`config.mk`:
```
export PLATFORM = sky130hd
export DESIGN_NAME = timeout_framed_packet_receiver
export DESIGN_NICKNAME = d
export VERILOG_FILES = /design/src/tfpr_pkg.sv /design/src/tfpr_ctrl.sv /design/src/tfpr_dp.sv /design/src/timeout_framed_packet_receiver.sv
export SDC_FILE = /design/constraint.sdc
export NUM_CORES = 1
export LEC_CHECK = 0
export ABC_CLOCK_PERIOD_IN_PS = 2800
export BUFFER_PORTS_ARGS = -buffer_cell sky130_fd_sc_hd__buf_2
export CAP_MARGIN = 20
export CORE_MARGIN = 8
export CORE_UTILIZATION = 55
export DETAILED_ROUTE_END_ITERATION = 8
export GPL_TIMING_DRIVEN = 0
export PLACE_DENSITY = 0.75
export SYNTH_ARGS = -nofsm -noshare
export SYNTH_HDL_FRONTEND = slang
export SYNTH_SLANG_ARGS = --single-unit
```
`constraint.sdc`:
```
create_clock -name aclk -period 2.8 [get_ports aclk]
set_input_delay 0.28 -clock aclk [delete_from_list [all_inputs] [get_ports aclk]]
set_output_delay 0.28 -clock aclk [all_outputs]
set_load 0.02 [all_outputs]
```
`src/tfpr_pkg.sv`:
```
`timescale 1ns / 1ps
`default_nettype none
package tfpr_pkg;

    localparam int BUFFER_BYTES = 64;
    localparam int IDX_W        = $clog2(BUFFER_BYTES);
    localparam int CNT_W        = $clog2(BUFFER_BYTES + 1);
    localparam int TICK_W       = 16;

    localparam logic [1:0] ACT_BYTE  = 2'd0;
    localparam logic [1:0] ACT_TICK  = 2'd1;
    localparam logic [1:0] ACT_REARM = 2'd2;

    localparam logic [CNT_W-1:0] FULL_COUNT = CNT_W'(BUFFER_BYTES);

    typedef struct packed {
        logic take;      // process the word on the input channel
        logic rd_issue;  // read the store at the readout index
        logic load;      // move read data into the output register
        logic drop;      // output word has been taken
        logic advance;   // step the readout index
    } tfpr_cmd_t;

    typedef struct packed {
        logic close_fire;  // current input word closes a non-empty packet
        logic last;        // readout index is at the final byte
    } tfpr_stat_t;

endpackage
`default_nettype wire

```
`src/tfpr_ctrl.sv`:
```
`timescale 1ns / 1ps
`default_nettype none
module tfpr_ctrl
    import tfpr_pkg::*;
(
    input  wire logic       aclk,
    input  wire logic       aresetn,
    input  wire logic       s_tvalid,
    output logic            s_tready,
    input  wire logic       m_tready,
    input  wire tfpr_stat_t stat,
    output tfpr_cmd_t       cmd
);

    localparam logic [1:0] ST_IDLE = 2'd0;
    localparam logic [1:0] ST_READ = 2'd1;
    localparam logic [1:0] ST_LOAD = 2'd2;
    localparam logic [1:0] ST_HOLD = 2'd3;

    logic [1:0] state_reg;
    logic [1:0] state_next;

    always_ff @(posedge aclk) begin
        if (!aresetn) begin
            state_reg <= ST_IDLE;
        end else begin
            state_reg <= state_next;
        end
    end

    always_comb begin
        state_next = state_reg;
        s_tready   = 1'b0;
        cmd        = '0;
        case (state_reg)
            ST_IDLE: begin
                s_tready = 1'b1;
                cmd.take = s_tvalid;
                if (s_tvalid && stat.close_fire) begin
                    state_next = ST_READ;
                end
            end
            ST_READ: begin
                cmd.rd_issue = 1'b1;
                state_next   = ST_LOAD;
            end
            ST_LOAD: begin
                cmd.load   = 1'b1;
                state_next = ST_HOLD;
            end
            ST_HOLD: begin
                if (m_tready) begin
                    cmd.drop = 1'b1;
                    if (stat.last) begin
                        state_next = ST_IDLE;
                    end else begin
                        cmd.advance = 1'b1;
                        state_next  = ST_READ;
                    end
                end
            end
            default: begin
                state_next = ST_IDLE;
            end
        endcase
    end

endmodule
`default_nettype wire

```
`src/tfpr_dp.sv`:
```
`timescale 1ns / 1ps
`default_nettype none
module tfpr_dp
    import tfpr_pkg::*;
(
    input  wire logic              aclk,
    input  wire logic              aresetn,
    input  wire tfpr_cmd_t         cmd,
    output tfpr_stat_t             stat,
    input  wire logic [1:0]        action,
    input  wire logic [7:0]        rx_byte,
    input  wire logic              cfg_we,
    input  wire logic [TICK_W-1:0] cfg_wdata,
    output logic [TICK_W-1:0]      timeout_ticks,
    output logic                   out_valid,
    output logic [7:0]             frame_byte,
    output logic [IDX_W-1:0]       byte_index,
    output logic [CNT_W-1:0]       frame_length,
    output logic                   last_byte
);

    logic [7:0]        store_mem [BUFFER_BYTES];
    logic [7:0]        rdata_reg;

    logic [TICK_W-1:0] timeout_reg;
    logic [CNT_W-1:0]  count_reg;
    logic [CNT_W-1:0]  count_next;
    logic              receiving_reg;
    logic              receiving_next;
    logic              enabled_reg;
    logic              enabled_next;
    logic [TICK_W-1:0] countdown_reg;
    logic [TICK_W-1:0] countdown_next;

    logic [IDX_W-1:0]  rd_idx_reg;
    logic [CNT_W-1:0]  len_reg;
    logic              out_valid_reg;
    logic [7:0]        out_byte_reg;
    logic [IDX_W-1:0]  out_idx_reg;
    logic              out_last_reg;

    logic              restart;
    logic [CNT_W-1:0]  wr_pos;
    logic              wr_en;
    logic              tick_close;

    // A byte starts a new packet when none is open or the store is full.
    assign restart    = !receiving_reg || (count_reg >= FULL_COUNT);
    assign wr_pos     = restart ? '0 : count_reg;
    assign wr_en      = cmd.take && (action == ACT_BYTE) && enabled_reg;
    assign tick_close = (action == ACT_TICK) && receiving_reg
                        && (countdown_reg == TICK_W'(1));

    assign stat.close_fire = tick_close && (count_reg != '0);
    assign stat.last       = ({1'b0, rd_idx_reg} + CNT_W'(1)) == len_reg;

    always_comb begin
        count_next     = count_reg;
        receiving_next = receiving_reg;
        enabled_next   = enabled_reg;
        countdown_next = countdown_reg;
        if (cmd.take) begin
            case (action)
                ACT_BYTE: begin
                    if (enabled_reg) begin
                        receiving_next = 1'b1;
                        count_next     = wr_pos + CNT_W'(1);
                        if (restart) begin
                            countdown_next = timeout_reg;
                        end
                    end
                end
                ACT_TICK: begin
                    if (receiving_reg) begin
                        countdown_next = countdown_reg - TICK_W'(1);
                        if (tick_close) begin
                            receiving_next = 1'b0;
                            enabled_next   = 1'b0;
                        end
                    end
                end
                ACT_REARM: begin
                    count_next   = '0;
                    enabled_next = 1'b1;
                end
                default: begin
                end
            endcase
        end
    end

    always_ff @(posedge aclk) begin
        if (!aresetn) begin
            timeout_reg   <= TICK_W'(20);
            count_reg     <= '0;
            receiving_reg <= 1'b0;
            enabled_reg   <= 1'b1;
            countdown_reg <= '0;
            out_valid_reg <= 1'b0;
        end else begin
            if (cfg_we) begin
                timeout_reg <= cfg_wdata;
            end
            count_reg     <= count_next;
            receiving_reg <= receiving_next;
            enabled_reg   <= enabled_next;
            countdown_reg <= countdown_next;
            if (cmd.load) begin
                out_valid_reg <= 1'b1;
            end else if (cmd.drop) begin
                out_valid_reg <= 1'b0;
            end
        end
    end

    always_ff @(posedge aclk) begin
        if (wr_en) begin
            store_mem[wr_pos[IDX_W-1:0]] <= rx_byte;
        end
    end

    always_ff @(posedge aclk) begin
        if (cmd.rd_issue) begin
            rdata_reg <= store_mem[rd_idx_reg];
        end
    end

    always_ff @(posedge aclk) begin
        if (cmd.take && stat.close_fire) begin
            rd_idx_reg <= '0;
            len_reg    <= count_reg;
        end else if (cmd.advance) begin
            rd_idx_reg <= rd_idx_reg + IDX_W'(1);
        end
        if (cmd.load) begin
            out_byte_reg <= rdata_reg;
            out_idx_reg  <= rd_idx_reg;
            out_last_reg <= stat.last;
        end
    end

    assign timeout_ticks = timeout_reg;
    assign out_valid     = out_valid_reg;
    assign frame_byte    = out_byte_reg;
    assign byte_index    = out_idx_reg;
    assign frame_length  = len_reg;
    assign last_byte     = out_last_reg;

endmodule
`default_nettype wire

```
`src/timeout_framed_packet_receiver.sv`:
```
// Channel   Direction  Ports                       Contents
// s_        in         s_tvalid/s_tready/s_tdata   rx_byte; s_tuser carries action
// m_        out        m_tvalid/m_tready/m_tdata   frame_byte, byte_index, frame_length;
//                                                  m_tlast carries last_byte
// APB       in/out     psel/penable/pwrite/paddr   timeout_ticks at byte address 0
//
// An input word is taken while no packet is being read out.
// A closing tick for a non-empty packet starts the readout, which steps through
// store read, output load and output hold for each byte, waiting in output hold
// while m_tready is low; the packet store has a single registered read port.
// No input word is accepted until the last byte of a packet has been taken.
// aresetn is synchronous and active low; the packet store is not cleared.
`timescale 1ns / 1ps
`default_nettype none
module timeout_framed_packet_receiver
    import tfpr_pkg::*;
(
    input  wire logic        aclk,
    input  wire logic        aresetn,

    input  wire logic        s_tvalid,
    output logic             s_tready,
    input  wire logic [7:0]  s_tdata,   // [7:0] rx_byte
    input  wire logic [1:0]  s_tuser,   // [1:0] action

    output logic             m_tvalid,
    input  wire logic        m_tready,
    output logic [23:0]      m_tdata,   // [7:0] frame_byte, [13:8] byte_index,
                                        // [20:14] frame_length, [23:21] zero
    output logic             m_tlast,

    input  wire logic        psel,
    input  wire logic        penable,
    input  wire logic        pwrite,
    input  wire logic [2:0]  paddr,
    input  wire logic [31:0] pwdata,
    output logic [31:0]      prdata,
    output logic             pready
);

    tfpr_cmd_t         cmd;
    tfpr_stat_t        stat;
    logic              cfg_we;
    logic [TICK_W-1:0] timeout_ticks;
    logic [7:0]        frame_byte;
    logic [IDX_W-1:0]  byte_index;
    logic [CNT_W-1:0]  frame_length;

    assign pready = 1'b1;
    assign cfg_we = psel && penable && pwrite && !paddr[2];
    assign prdata = paddr[2] ? 32'd0 : {{(32 - TICK_W){1'b0}}, timeout_ticks};

    tfpr_ctrl u_ctrl (
        .aclk     (aclk),
        .aresetn  (aresetn),
        .s_tvalid (s_tvalid),
        .s_tready (s_tready),
        .m_tready (m_tready),
        .stat     (stat),
        .cmd      (cmd)
    );

    tfpr_dp u_dp (
        .aclk          (aclk),
        .aresetn       (aresetn),
        .cmd           (cmd),
        .stat          (stat),
        .action        (s_tuser),
        .rx_byte       (s_tdata),
        .cfg_we        (cfg_we),
        .cfg_wdata     (pwdata[TICK_W-1:0]),
        .timeout_ticks (timeout_ticks),
        .out_valid     (m_tvalid),
        .frame_byte    (frame_byte),
        .byte_index    (byte_index),
        .frame_length  (frame_length),
        .last_byte     (m_tlast)
    );

    assign m_tdata = {{(24 - 8 - IDX_W - CNT_W){1'b0}}, frame_length, byte_index, frame_byte};

endmodule
`default_nettype wire

```
== Yosys cells after proc, flatten, opt, wreduce, memory -nomap -nowiden ==
Memories as Yosys holds them, arrays and structs flattened. A register that Yosys moved wholly into a read port is not among the register bits.
Index checks and enable logic that the tools add are counted.
Widths: inputs -> output; s select.
Storage, ports and cells
  register bits after elaboration: 72
  bits in latches: 0
  RAM bits: 512
  ROM bits: 0
  word-level logic and storage cells: 86
  memories kept: 1
Memories
  u_dp.store_mem: words 64, bits a word 8, read ports 1, clocked after memory_dff 1, write ports 1, RTL line tfpr_dp.sv:22  | logic [7:0] store_mem [BUFFER_BYTES];
Operators by class
  add/subtract/negate cells: 4
  multiply operators: 0
  divide/modulo/power cells: 0
  order comparisons: 1
  equality and inequality tests: 13
  shift operators: 0
  mux-type cells: 30
  bitwise operators: 0
  reductions and logical operators: 25
Operators with widths (number)
  $mux 16: 4
  $pmux 16 s2: 1
  $eq 16x1->1 const B: 1
  $sub 16x1->16 const B: 1
  $mux 1: 15
  $mux 7: 2
  $pmux 7 s2: 1
  $logic_and 1x1->1: 10
  $ne 2x1->1 const B: 5
  $mux 2: 4
  $pmux 2 s4: 1
  $reduce_bool 2->1: 4
  $add 6x1->7 const B: 1
  $add 7x1->7 const B: 1
  $eq 7x7->1: 1
  $ge 7x7->1 const B: 1
  $reduce_bool 7->1: 1
  $add 6x1->6 const B: 1
  $eq 2x2->1 const B: 3
  $reduce_and 3->1: 2
  $reduce_and 5->1: 1
  $eq 2x1->1 const B: 2
  $logic_not 2->1: 2
  $pmux 1 s2: 2
  other kinds (5): 6

== Logic depth before layout (Yosys ltp) ==
Gate-level depths: netlist (run 1).
  depth after elaboration: 7
  depth in mapped cells: 10
  mapped depth without buffers: 8

== By module ==
A second synthesis (run 1) with hierarchy kept.
Unflattened totals
  cell total of the unflattened synthesis: 1323
  area, all modules: 23822.8 um^2
Modules (own cells, without submodules)
  tfpr_dp: instances 1, cells an instance 1260, area each 23329.9 um^2
  timeout_framed_packet_receiver: instances 1, cells an instance 40, area each 294.0 um^2
  tfpr_ctrl: instances 1, cells an instance 23, area each 198.9 um^2

== Worst setup path before layout (run 1) ==
No wires, ideal clock.
  path type: register to register
  from: reg u_ctrl.state_reg[0]
  to: mem u_dp.store_mem[36][0], enable pin
  data arrival time: 2381 ps
  data required time: 2417 ps
  path slack: 35 ps
  stages on the path, launching flop included: 8
  period minus slack after synthesis: 2765 ps
  cell sequence: dfxtp_1 > inv_1 > ha_1 > nand2_4 > nor3_2 > nand3_1 > or2_1 > nor3_1
Between the ends
  longest elaborated chain between the ends: 6
Ends and longest elaborated chain
  from (decl): RTL line tfpr_ctrl.sv:20  | logic [1:0] state_reg;
  from (signal assigned): RTL line tfpr_ctrl.sv:27  | state_reg <= state_next;
  $logic_not 2->1: RTL line tfpr_ctrl.sv:35  | case (state_reg)
  $mux 1: RTL line tfpr_ctrl.sv:35
  $logic_and 1x1->1 (2 in a row): RTL line tfpr_dp.sv:50  | assign wr_en = cmd.take && (action == ACT_BYTE) && enabled_reg;
  $mux 1: RTL line tfpr_dp.sv:117  | if (wr_en) begin
  $mux 1 (implied by the code): RTL line tfpr_dp.sv:118  | store_mem[wr_pos[IDX_W-1:0]] <= rx_byte;
  to (decl): RTL line tfpr_dp.sv:22
Every way passes these cells.

==> reports/qor.csv, run 1 <==
metric,value,unit
latest clock arrival within the worst-skew pair,0.62,ns
Largest register FFs,512,
"commonest non-fill, non-tap cell in the layout",edfxtp_1,
largest net degree at the start of global routing,65,
CTS tree,done,
# rows,76,
Max-slew headroom,22.81,%
RR Startpoint,u_dp.rd_idx_reg[0],
Ys Warns,0,
Final Hold Fails,0,
Fill cells,2827,
Startpoint Class,register,
Register-to-Register Path Depth,8,
most frequent cells in the layout,"542 x edfxtp_1, 126 x mux4_2, 100 x nand2_1",
drt via density,6.231,
Detail Route Antenna Nets,0,
Port Buffers,72,
Hold Crit Depth,1,
Clock Skew,0.02856,ns
fin. max-slew vios,0,
Pre-Repair DR Iteration Count,7,
Root Driver,clkbuf_16,
fin crit share,97.62,%
Lkg Pwr,8.872,nW
Area Overhead vs Synth,17.08,%
Hold WS,0.007211,ns
synthesis-stage register bit count,592,
Setup TNS Final,0,ns
worst slew pin tran,1.158,ns
1st-iter DRT viols,1857,
CTS Buf Count,58,
"EDFF count, synth",542,
CTS max path bufs,3,
global placer's final weighted congestion,0.8785,
Die Y,224.1,um
placed insts,2047,
antenna violations before repair,4,
Mapped Cells,1369,
WP data arrival,3.06,ns
Tot GR Track Use,23.27,%
synthesized area per cell,17.39,um2
nets@finish,1616,
total die area,0.05020,mm2
Register Area,0.01728,mm2
Final Routed Wirelength,58720,um
outcome,finished clean,
Post-DP HPWL,37300,um
Mapped Area,0.02381,mm2
Starting Density,55.52,%
sequential-to-total area share from yosys stat,72.56,%
total grt overflow,0,
async set-reset flop share out of synthesis,0,%
Chip Width,224.1,um
post-layout utilization of the core,65.00,%
Worst Hold Endpoint,u_dp.store_mem[48][6],
Yosys cell types,64,
"Reg clk slew, reported paths",0.06,ns
share of post-route cells with drive strength above 1,28.82,%
io pins,112,
Worst Hold Launch,s_tdata[6],
via count,13640,
Crit. Startpoint,u_dp.rd_idx_reg[0],
Core ar.,0.04289,mm2
Crit Path Max Fanout,10,
Critical R2R Capture,u_dp.rdata_reg[0],
CTS Sinks,592,
wire length per cell,26.82,um
vias in the first global route,13870,
data required time of the critical path,3.13,ns
max cap viols,0,
Peak Freq,0.3658,GHz
Max VDD drop,0.0004864,V
Final Non-Filler Cells,2189,
remaining routing DRC violations,0,
Tmin final,2.733,ns
R2R setup slack,0.07,ns
pwr/cell area,636.0,mW/mm2
Multi-input gate area,0.006596,mm2
PnR Total Power,17.73,mW
Crit. End Element,register,
final setup fails,0,
first-pass GRT wire length,87020,um
Most used DFF post-synth,edfxtp_1,
H-Tree Depth,2,
WS Path Type,reg2reg,
Hold/Removal Path Class,in2reg,
## Yosys cell counts (all sizes together) (7+ instances only)
| cell | count | area (um2) |
|---|---|---|
| mux2 | 9 | 101.4 |
| nand2 | 107 | 409.1 |
| dfxtp | 50 | 1001 |
| nor2b | 30 | 187.7 |
| o32ai | 9 | 78.83 |
| xnor2 | 10 | 87.58 |
| a22oi | 36 | 270.3 |
| mux2i | 16 | 160.2 |
| clkbuf | 33 | 123.9 |
| nor2 | 113 | 424.2 |
| mux4 | 126 | 2838 |
| nand3 | 24 | 125.1 |
| ha | 8 | 100.1 |
| nor3 | 12 | 87.58 |
| buf | 59 | 382.9 |
| nand2b | 9 | 56.30 |
| inv | 7 | 26.27 |
| o22ai | 10 | 62.56 |
| edfxtp | 542 | 16280 |
| o21ai | 29 | 148.9 |
| a21oi | 60 | 300.3 |
| nor4 | 7 | 80.07 |
## power breakdown
part           switching [mW]  leakage (nW)  internal (mW)
sequential             0.0227          5.28           9.65
clock                    3.27         0.893           4.32
combinational           0.320          2.70          0.152
total                    3.61          8.87           14.1
## worst max-delay path by stage
| stage | endpoint | slack (ns) |
|---|---|---|
| after floorplan | u_dp.store_mem[36][0] | 0.04 |
| after global placement | u_dp.store_mem[36][3] | -0.78 |
| after detailed placement | u_dp.store_mem[59][4] | -0.76 |
| after CTS | u_dp.store_mem[34][7] | -0.17 |
| after global routing | u_dp.rdata_reg[0] | -0.008 |
| final | u_dp.rdata_reg[0] | 0.07 |
## metal layers
| metal | vias to the layer above | wire length [um] | global-route usage, % | part of all wire, % |
|---|---|---|---|---|
| li1 | 5773 | - | - | - |
| met1 | 6881 | 21500 | 30.07 | 37 |
| met2 | 805 | 28840 | 37.68 | 49 |
| met3 | 177 | 5688 | 4.852 | 9.7 |
| met4 | 4 | 2671 | 11.13 | 4.5 |
| met5 | - | 19 | 0 | 0.032 |
## area by class of cell
cell class	count	area share [%]
Sequential cell	592	61.98
Multi-Input combinational cell	696	23.66
Clock buffer	73	5.481
Timing Repair Buffer	109	3.016
Tap cell	585	2.626
Buffer	92	2.033
Clock inverter	34	1.100
Inverter	7	0.09426
Antenna cell	1	0.008977
## critical path: stages, from the launching register on
cell,delay (ns)
dfxtp_1,0.37
buf_4,0.22
buf_6,0.22
buf_6,0.22
mux4_2,0.53
a22oi_1,0.27
nand2_1,0.17
a21oi_2,0.29
o32ai_1,0.17
## what timing repair did
item                                   4_1_cts  5_1_grt
buffers inserted                             6        2
setup endpoints to repair                  521      511
hold buffers                                21        0
gates resized for setup                    131       35
endpoints found under the hold margin       22        0
pin swaps                                    3        1
## per-stage QoR
step | setup slack, ns | area [um2]
floorplan | 0.03544 | 23880
global placement | -0.7821 | 24970
CTS | -0.1682 | 27640
detailed placement | -0.7634 | 25040
finish | 0.06657 | 27880
global route | -0.008302 | 27880
## cell families after synthesis
| logic type | count (synthesis) | synth area share, % |
|---|---|---|
| muxes | 151 | 13.02 |
| other | 2 | 0.03154 |
| buffers and inverters | 99 | 2.239 |
| DFF | 592 | 72.56 |
| xor gates and xnor gates | 13 | 0.4782 |
| adders and majority gates | 8 | 0.4204 |
| AOI/OAI and AO/OA | 175 | 4.682 |
| and+or+nand+nor | 329 | 6.569 |
Power figures use the tool's default switching activity.
==> run 2, diff against run 1 <==
- PLACE_DENSITY: 0.75 -> 0.8
==> reports/qor.csv, run 2 (synthesis gave the netlist of run 1 again) <==
metric,value,unit,change
Lkg Pwr,8.856,nW,-0.18%
design internal power,13.88,mW,-1.7%
Final Hold Fails,0,,unchanged
Peak Freq,0.3573,GHz,-2.3%
Port Buffers,72,,unchanged
largest net degree at the start of global routing,65,,unchanged
CTS Buf Count,55,,-5.2%
Tot GR Track Use,23.05,%,-0.21 points
max cap viols,0,,unchanged
Crit. Startpoint,u_dp.rd_idx_reg[0],,
drt via density,6.329,,+1.6%
Final Routed Wirelength,59140,um,+0.72%
worst slew pin tran,1.133,ns,-0.02471 ns
remaining routing DRC violations,0,,unchanged
nets@finish,1622,,+0.37%
"Reg clk slew, reported paths",0.07,ns,about the same
Register Area,0.01728,mm2,unchanged
Chip Width,224.1,um,unchanged
# rows,76,,unchanged
Hold/Removal Path Class,in2reg,,
antenna violations before repair,2,,-2
number of diodes,0,,-1
Area Overhead vs Synth,17.08,%,about the same
Fill cells,2766,,-2.2%
CTS max path bufs,3,,unchanged
Sw Ratio,20.44,%,+0.068 points
Starting Density,55.52,%,unchanged
data required time of the critical path,3.10,ns,-0.03 ns
WS Path Type,reg2reg,,
Max-slew headroom,24.46,%,+1.6 points
fin crit share,99.95,%,+2.3 points
share of post-route cells with drive strength above 1,29.02,%,+0.20 points
Core ar.,0.04289,mm2,unchanged
H-Tree Depth,2,,unchanged
Switch Pwr,3.567,mW,-1.3%
outcome,finished clean,,
io pins,112,,unchanged
WP data arrival,3.10,ns,+0.04 ns
Detail Route Antenna Nets,0,,unchanged
total die area,0.05020,mm2,unchanged
PnR Total Power,17.45,mW,-1.6%
clock share of power,41.9,%,-0.9 points
via count,13870,,+1.7%
register share of total power,55.4,%,+0.9 points
Multi-input gate area,0.006599,mm2,about the same
Hold WS,0.07479,ns,+0.06758 ns
pwr/cell area,625.9,mW/mm2,-1.6%
power share of the combinational group,2.7,%,about the same
Startpoint Class,register,,
Root Driver,clkbuf_16,,
1st-iter DRT viols,1911,,+2.9%
"commonest non-fill, non-tap cell in the layout",edfxtp_1,,
Crit Path Max Fanout,10,,unchanged
Max VDD drop,0.0005526,V,+14%
latest clock arrival within the worst-skew pair,0.61,ns,about the same
fin. max-slew vios,0,,unchanged
wire length per cell,26.99,um,+0.62%
first-pass GRT wire length,86490,um,-0.61%
R2R setup slack,0.001,ns,-0.07 ns
RSZ-0062 raised after global routing,true,,
vias in the first global route,13660,,-1.5%
Clock Skew,0.01832,ns,-0.01024 ns
Die Y,224.1,um,unchanged
Worst Hold Launch,s_tdata[2],,
final setup fails,0,,unchanged
Tmin final,2.799,ns,+0.06510 ns
total grt overflow,0,,unchanged
global placer's final weighted congestion,0.9191,,+4.6%
Crit. End Element,register,,
Post-DP HPWL,37070,um,-0.60%
Largest register FFs,512,,unchanged
RR Startpoint,u_dp.rd_idx_reg[0],,
most frequent cells in the layout,"542 x edfxtp_1, 126 x mux4_2, 99 x nand2_1",,
CTS Sinks,592,,unchanged
CTS tree,done,,
Pre-Repair DR Iteration Count,5,,-2
-- run 2: cell types whose count changed in the layout (fill, tap and decap cells not counted), moves of 3 or more --
| cell | change |
|---|---|
| nor2_2 | +4 |
| a22oi_1 | -3 |
| a22oi_2 | +3 |
| buf_12 | +3 |
| clkbuf_1 | +3 |
| clkbuf_2 | -3 |
| clkinvlp_4 | +3 |
| inv_6 | -3 |
-- run 2: cell type report --
type                       instances  area share [%]
clock inverter                    31          0.9111
buffer                            92           2.029
clock buffer                      70           5.292
tap                              585           2.626
multi-input combinational        697           23.67
inverter                           7         0.09426
sequential                       592           61.98
timing repair buffer             117           3.402
-- run 2: per-stage QoR --
stage / util [%] / setup TNS [ns] / instances / setup slack [ns] / cell area, um2
5_1_grt: 65.00 / -2.463 / 2191 / -0.08022 / 27880
2_1_floorplan: - / 0 / 1387 / 0.03544 / 23880
6_report: 65.00 / 0 / 2191 / 0.001464 / 27880
4_1_cts: 64.20 / -7.629 / 2177 / -0.1841 / 27530
3_3_place_gp: 58.22 / -197.26 / 2044 / -0.6379 / 24970
3_5_place_dp: 58.25 / -233.16 / 2046 / -0.7055 / 24980
-- run 2: power groups by stage --
| stage | logic, mW | registers, mW | clock network, mW |
|---|---|---|---|
| 5_1_grt | 0.507 | 9.67 | 7.65 |
| 4_1_cts | 0.432 | 9.67 | 7.32 |
| 3_3_place_gp | 0.385 | 9.86 | 0 |
| 6_report | 0.472 | 9.67 | 7.31 |
| 2_1_floorplan | 0.204 | 9.85 | 0 |
| 3_5_place_dp | 0.402 | 9.86 | 0 |
-- run 2: final timing paths --
check,endpoint,cells past startpoint
min,u_dp.store_mem[17][2],1
min reg2reg,u_dp.frame_byte[7],0
max,u_dp.rdata_reg[2],8
max reg2reg,u_dp.rdata_reg[2],8
-- run 2: routing by layer --
metal / wire length [um] / up-vias / GRT usage [%]
li1: - / 5776 / -
met1: 21660 / 7044 / 30.18
met2: 29180 / 881 / 37.58
met3: 6130 / 163 / 5.101
met4: 2146 / 2 / 9.048
met5: 17 / - / 0
-- run 2: critical path, cell delays in order (launching register included) --
cell and delay [ns]:
dfxtp_1 0.39, buf_4 0.22, buf_6 0.24, buf_6 0.24, mux4_2 0.52, a22oi_1 0.26
nand2_1 0.16, a21oi_1 0.28, o21ai_1 0.18
-- run 2: what timing repair did --
action | 4_1_cts | 5_1_grt
cloned | 0 | 1
endpoints found under the hold margin | 21 | 0
hold buffers | 21 | 0
pin swaps | 9 | 4
buffers inserted | 9 | 5
setup endpoints to repair | 512 | 515
gates resized for setup | 129 | 36
